[src/rtl/core/wflb_pkg.sv]
// Shared types and constants of the weighted flow load balancer.
// No dependencies; imported by every module of the block.
`default_nettype none
package wflb_pkg;
  localparam int FLOW_ENTRIES = 64;
  localparam int MAX_SERVERS  = 6;
  localparam int WEIGHT_SLOTS = 6;
  localparam int IDX_W        = $clog2(FLOW_ENTRIES);
  localparam int CNT_W        = $clog2(FLOW_ENTRIES + 1);
  localparam int ADDR_W       = 5;

  localparam logic [3:0] MIN_HDR_WORDS = 4'd5;
  localparam logic [7:0] PROTO_TCP     = 8'd6;
  localparam logic [7:0] PROTO_UDP     = 8'd17;
  localparam logic [4:0] ETH_UDP_BYTES = 5'd22;  // Ethernet header plus UDP header

  typedef enum logic [2:0] {
    ST_KNOWN   = 3'd0,
    ST_NEW     = 3'd1,
    ST_BAD_IP  = 3'd2,
    ST_BAD_TCP = 3'd3,
    ST_BAD_UDP = 3'd4,
    ST_OTHER   = 3'd5,
    ST_FULL    = 3'd6
  } status_e;

  localparam logic [2:0] REG_SERVER_COUNT = 3'd0;

  typedef struct packed {
    logic [63:0] addrs;
    logic [31:0] ports;
    logic        udp;
  } flow_key_t;

  typedef struct packed {
    logic [6:0] flow;
    logic [2:0] server;
  } flow_ent_t;

  typedef struct packed {
    logic      hit;
    flow_ent_t ent;
  } chain_t;
endpackage
`default_nettype wire

[src/rtl/core/wflb_cell.sv]
// One flow table cell: holds one entry, compares the broadcast key and
// ORs its hit into the result word handed to the next cell. Uses wflb_pkg.
`default_nettype none
module wflb_cell
  import wflb_pkg::*;
(
  input  wire logic             clk_i,
  input  wire logic             rst_ni,
  input  wire logic [IDX_W-1:0] cell_idx_i,
  input  wire flow_key_t        key_i,
  input  wire logic             cmp_en_i,
  input  wire logic             wr_en_i,
  input  wire logic [IDX_W-1:0] wr_idx_i,
  input  wire flow_ent_t        wr_ent_i,
  input  wire chain_t           chain_i,
  output chain_t                chain_o
);
  logic      valid_q;
  flow_key_t key_q;
  flow_ent_t ent_q;
  logic      hit_q;
  chain_t    chain_q, chain_d;
  logic      sel;

  assign sel = wr_en_i && (wr_idx_i == cell_idx_i);

  always_comb begin
    chain_d = chain_i;
    if (hit_q) begin
      chain_d.hit = 1'b1;
      chain_d.ent = chain_i.ent | ent_q;
    end
  end

  always_ff @(posedge clk_i or negedge rst_ni) begin
    if (!rst_ni) begin
      valid_q <= 1'b0;
      hit_q   <= 1'b0;
      chain_q <= '0;
    end else begin
      chain_q <= chain_d;
      if (cmp_en_i) hit_q <= valid_q && (key_q == key_i);
      if (sel) valid_q <= 1'b1;
    end
  end

  always_ff @(posedge clk_i) begin
    if (sel) begin
      key_q <= key_i;
      ent_q <= wr_ent_i;
    end
  end

  assign chain_o = chain_q;
endmodule
`default_nettype wire

[config.mk]
export PLATFORM = sky130hd
export DESIGN_NAME = wflb_cell
export DESIGN_NICKNAME = d
export VERILOG_FILES = /design/src/rtl/core/wflb_pkg.sv /design/src/rtl/core/wflb_cell.sv
export SDC_FILE = /design/constraint.sdc
export NUM_CORES = 1
export LEC_CHECK = 0
export ABC_AREA = 1
export ABC_CLOCK_PERIOD_IN_PS = 1500
export BUFFER_PORTS_ARGS = -buffer_cell sky130_fd_sc_hd__buf_2
export CELL_PAD_IN_SITES_DETAIL_PLACEMENT = 0
export CELL_PAD_IN_SITES_GLOBAL_PLACEMENT = 1
export CORE_MARGIN = 2
export CORE_UTILIZATION = 40
export DETAILED_ROUTE_END_ITERATION = 12
export PLACE_DENSITY = 0.82
export SLEW_MARGIN = 0
export SYNTH_ARGS = -nofsm -noshare
export SYNTH_HDL_FRONTEND = slang
export SYNTH_SLANG_ARGS = --single-unit
export TNS_END_PERCENT = 30
[constraint.sdc]
create_clock -name clk_i -period 1.5 [get_ports clk_i]
set_input_delay 0.075 -clock clk_i [delete_from_list [all_inputs] [get_ports clk_i]]
set_output_delay 0.075 -clock clk_i [all_outputs]
set_load 0.005 [all_outputs]
==> key figures, run 1 <==
Timing
  – Worst Skew: 0.00544 ns
  – Final hold viol count: 0
  – Setup TNS: 0 ns
  – FMAX: 750 MHz
  – Worst-Margin Slew: 0.400 ns
  – Final period util: 88.8%
  – Final WS setup: 0.167 ns
  – WHS: 0.0739 ns
  – Final setup viols: 0
  – Worst rel slew slack: 73.3%
  – RSZ-0062 raised after global routing: false
  – Slew Viols, Final: 0
  – Post-layout minimum cycle time: 1.33 ns

Clock network
  – CTS tree: built
  – Number of setup buffers added after CTS: 0
  – H-Tree Depth: 4
  – Reg clk slew, reported paths: 0.06 ns
  – Clock buffer depth: 2
  – Clock sinks: 120
  – Clk root buf: clkbuf_16
  – CTS buffer count: 17
  – Clk_lat worst skew: 0.42 ns

Cells and area
  – Diode count: 0
  – Layout cell share with drive strength beyond 1: 22.5%
  – Layout Nets: 960
  – Finished Cell Area: 8200 um2
  – Layout area overhead: 52.3%
  – Final Instance Count excl. Fillers: 1015
  – Final Core Density: 62.2%

Power and ir drop
  – Pleak: 3.80 nW
  – Peak VDD IR: 0.690 mV
  – Total power: 8.63 mW
  – Power density cells: 1050 nW/um2

Floorplan
  – Num ports: 145
  – Die Footprint: 14400 um2
  – Initial core utilization: 40.8%
  – Die H: 120 um
  – Core Area: 13200 um2
  – Row count: 42
  – Die Wd: 120 um

Worst hold path
  – Hold WC Path Type: input port to async pin

GRT
  – Number of global-route vias before repair: 4447
  – All-layer global routing usage: 17.8%
  – GRT Residual Overflow: 0
  – Initial antenna violation count: 0
  – First-pass GRT wire length: 19700 um
  – Largest net degree at the start of global routing: 57

Worst setup path
  – CP arrival: 1.68 ns
  – Crit-path max cell delay: 0.38 ns
  – Cell family with most CP delay: simple AND/OR/NAND/NOR gates
  – Crit path required time: 1.85 ns
  – Most frequent cell on the critical path: nor2_1
  – CP bufs+invs: 0
  – Startpoint Class: register
  – Crit path max-delay cell type: edfxtp_1
  – Cell chain of the critical path: nor2_1, nor2_1, nor2_1, nand2_1, nor2_1, nand2_1, nor2_1, nand3_1, nand2_1
  – Crit Path Max Fanout: 2
  – Crit. End Element: register
  – Kind of critical path: register to register

Route
  – DR vias/cell: 4.37
  – Remaining antenna violation count after routing: 0
  – Post-route DRC: 0
  – WL/cell: 12.0 um
  – Routed vias: 4438
  – Drt total wl: 12200 um
  – DR pass1 iterations: 4
  – Initial DRC Count: 271

Synth
  – Synth top cells by count: 142 x nand2_1, 107 x edfxtp_1, 104 x inv_1
  – Syn Nets: 676
  – Seq cells post-synth: 120
  – Ys async rst share: 10.8%
  – Synth Flop Type: edfxtp_1
  – Synth area leaders: edfxtp_1 60%, nand2_1 9.9%, inv_1 7.2%, nor2_1 6.1%, dfrtp_1 6.0%
  – Sequential share of the synthesized area: 65.7%
  – Post-Synthesis Cells: 542
  – Synth Warn #: 0
  – Dominant cell type by area after synthesis: edfxtp_1
  – Synth Area per Inst: 9.94 um2
  – Syn Std Cell Area: 5390 um2
  – Most frequent cell after synthesis: nand2_1
  – Cell variety after synth: 18
  – Top cell type's share of synthesized area: 59.7%
  – EDFF count, synth: 107

Place
  – PortBufs: 144
  – Pre-CTS setup slack: 0.0325 ns
  – Placement Cell Area: 6380 um2
  – Routability cong.: 0.720
  – Dpl hpwl: 7850 um
  – Placed Cells incl. Taps: 863

Run
  – Number of max-cap violations: 0

Run status
  – Status: finished, final reports clean
worst reg2reg max path, cell delays in order, from the launching register on:
cell,delay [ns]
edfxtp_1,0.38
nor2_1,0.12
nor2_1,0.07
nor2_1,0.13
nand2_1,0.09
nor2_1,0.11
nand2_1,0.06
nor2_1,0.12
nand3_1,0.12
nand2_1,0.07
final cells by class:
cell class | count | area [um2]
fill | 1075 | 4990
sequential | 120 | 3540
timing repair buffer | 266 | 1960
multi-input combinational | 317 | 1460
clock buffer | 23 | 543
inverter | 104 | 402
tap | 176 | 220
clock inverter | 9 | 70.1
report_power, final:
group	total [mW]	leakage [nW]	internal [mW]	switching (mW)
logic	0.790	2.37	0.461	0.329
registers	3.75	1.12	3.72	0.0274
clock network	4.10	0.306	2.58	1.52
kinds of logic after synthesis:
family,synth area share (%)
AND/OR/NAND/NOR,17.9
flip-flops,65.7
buffers and inverters,7.32
AO/OA/AOI/OAI,4.37
XOR/XNOR,4.72
path summary, 6_finish.rpt:
kind,from,end,slack [ns],cells past startpoint
max,key_q[42],hit_q,0.17,9
min,rst_ni,chain_o[9],0.07,2
max reg2reg,key_q[42],hit_q,0.17,9
min reg2reg,ent_q[7],chain_o[7],0.45,1
max in group asynchronous,rst_ni,chain_o[10],1.20,2
min in group clk_i,chain_i[0],chain_o[0],0.37,3
registers in the layout (all words and copies together), names as in the netlist:
name	cells
chain_o	11
key_q	97
valid_q	1
ent_q	10
hit_q	1
cell usage in the layout, fill, tap and decap left out, types with 2 or more instances in the layout:
master / instances
nand2_1: 142
clkbuf_16: 21
nor2_2: 2
nor3_1: 2
xnor2_1: 12
o21ai_1: 3
or2_2: 3
clkinv_4: 2
nand4_1: 4
dfrtp_1: 13
inv_2: 3
xor2_1: 17
inv_1: 99
dlygate4sd3_1: 120
nor2_1: 85
o21ai_0: 26
buf_2: 144
buf_12: 2
inv_6: 4
nand3_1: 8
a21o_1: 10
inv_4: 2
edfxtp_1: 107
what timing repair did:
item / in CTS / in global routing
resized for setup: 0 / 2
setup endpoints to repair: 0 / 1
hold buffers: 120 / 0
hold endpoints to repair: 132 / 0
layer usage:
layer	part of all wire, %	vias up	track usage, %	routed length, um
li1	-	2278	-	-
met3	4.7	27	4.33	577
met1	43	2015	20.0	5190
met5	0	-	0	0
met2	50	118	31.4	6130
met4	2.4	0	8.46	298
(Power assumes the default switching activity.)
==> run 2, diff against run 1 <==
- RECOVER_POWER: unset -> 100
==> key figures, run 2 (synthesis gave the netlist of run 1 again) <==
Cells and area
  – Layout area overhead: 49.3%
  – Diode count: 0
  – Most flop-heavy register: key_q
  – Number of flip-flops in the largest register: 97
  – Most frequent cells in the layout: 142 x nand2_1, 120 x dlygate4sd3_1, 107 x edfxtp_1
  – Layout cell share with drive strength beyond 1: 10.0%
  – Final Core Density: 61.0%
  – Fillers: 1143
  – Most common cell after layout, fill and taps aside: nand2_1
  – Layout Nets: 960

Power and ir drop
  – Pleak: 3.50 nW
  – Clock power frac: 47.7%
  – Pint: 6.72 mW
  – Peak VDD IR: 0.688 mV
  – Power density cells: 1070 nW/um2
  – Switching power: 1.87 mW
  – Total power: 8.59 mW
  – Sw frac: 21.8%
  – Logic pwr share: 8.7%
  – Reg power frac: 43.6%

GRT
  – Largest net degree at the start of global routing: 57
  – Number of global-route vias before repair: 4447
  – GRT Residual Overflow: 0
  – First-pass GRT wire length: 19700 um
  – All-layer global routing usage: 17.8%
  – Initial antenna violation count: 0

Route
  – Initial DRC Count: 284
  – WL/cell: 11.9 um
  – Remaining antenna violation count after routing: 0
  – Routed vias: 4441
  – DR vias/cell: 4.38
  – Post-route DRC: 0
  – DR pass1 iterations: 4
  – Drt total wl: 12100 um

Floorplan
  – Die H: 120 um
  – Num ports: 145
  – Initial core utilization: 40.8%
  – Core Area: 13200 um2
  – Die Footprint: 14400 um2
  – Die Wd: 120 um
  – Row count: 42

Clock network
  – Clk root buf: clkbuf_16
  – H-Tree Depth: 4
  – CTS buffer count: 17
  – Clock sinks: 120
  – Clk_lat worst skew: 0.42 ns
  – CTS tree: built
  – Number of setup buffers added after CTS: 0
  – Reg clk slew, reported paths: 0.06 ns
  – Clock buffer depth: 2

Timing
  – Final hold viol count: 0
  – FMAX: 735 MHz
  – RSZ-0062 raised after global routing: false
  – Final period util: 90.7%
  – Final setup viols: 0
  – Slew Viols, Final: 0
  – Setup TNS: 0 ns
  – Worst-Margin Slew: 0.718 ns
  – WHS: 0.222 ns
  – Worst Skew: 0.00379 ns
  – Worst rel slew slack: 52.2%
  – Final WS setup: 0.140 ns
  – Post-layout minimum cycle time: 1.36 ns

Place
  – Routability cong.: 0.720
  – PortBufs: 144
  – Dpl hpwl: 7850 um
  – Pre-CTS setup slack: 0.0325 ns

Worst setup path
  – Cell family with most CP delay: buffers and inverters
  – CP arrival: 1.40 ns
  – Startpoint Class: input port
  – Worst r2r src: key_q[42]
  – Crit-path max cell delay: 0.59 ns
  – RR Endpoint: hit_q
  – Crit Path Max Fanout: 52
  – FF-to-FF path depth: 9
  – Cell chain of the critical path: clkbuf_1, inv_2, a22o_1, nor3_1, nand2_1, clkinvlp_4, clkbuf_4
  – Crit path max-delay cell type: clkbuf_4
  – Crit. End Element: register
  – CP bufs+invs: 4
  – Crit path required time: 1.54 ns
  – R2r setup slk: 0.17 ns
  – Kind of critical path: input port to register

Run status
  – Status: finished, final reports clean

Run
  – Number of max-cap violations: 0

Worst hold path
  – Hold WC Path Type: input port to async pin
run 2: power by group through the flow:
| stage | logic (mW) | registers [mW] | clock network, mW |
|---|---|---|---|
| after CTS | 0.783 | 3.75 | 4.19 |
| after detailed placement | 0.536 | 3.81 | 0 |
| final | 0.750 | 3.75 | 4.09 |
| after global routing | 0.846 | 3.75 | 4.33 |
| after floorplan | 0.229 | 3.81 | 0 |
| after global placement | 0.519 | 3.81 | 0 |
run 2: what timing repair did:
action,4_1_cts,5_1_grt
gates resized for setup,0,2
endpoints found under the hold margin,132,0
hold buffers,120,0
setup endpoints to repair,0,1
run 2: through the flow:
stage / cells / area [um2]
detailed placement: 863 / 6380
global route: 1015 / 8040
floorplan: 542 / 5400
CTS: 1015 / 8190
global placement: 863 / 6380
finish: 1015 / 8040
run 2: area by class of cell:
cell class,count,area (um2),area share (%)
Multi-Input combinational cell,317,1460,18.2
Clock inverter,9,70.1,0.871
Inverter,104,402,4.99
Timing Repair Buffer,266,1810,22.4
Clock buffer,23,543,6.75
Tap cell,176,220,2.74
Sequential cell,120,3540,44.0
run 2: worst max path at each step:
stage / from / end / depth (start not counted)
4_1_cts: key_q[24] / hit_q / 9
2_1_floorplan: wr_idx_i[3] / valid_q / 6
3_5_place_dp: wr_idx_i[0] / ent_q[7] / 7
3_3_place_gp: wr_idx_i[0] / ent_q[8] / 7
5_1_grt: key_q[20] / hit_q / 9
6_report: wr_idx_i[0] / key_q[10] / 7
run 2: routing by layer:
layer / part of all wire [%] / GRT usage, %
met1: 42 / 20.0
met2: 51 / 31.4
met3: 4.8 / 4.33
met4: 2.5 / 8.46
met5: 0 / 0
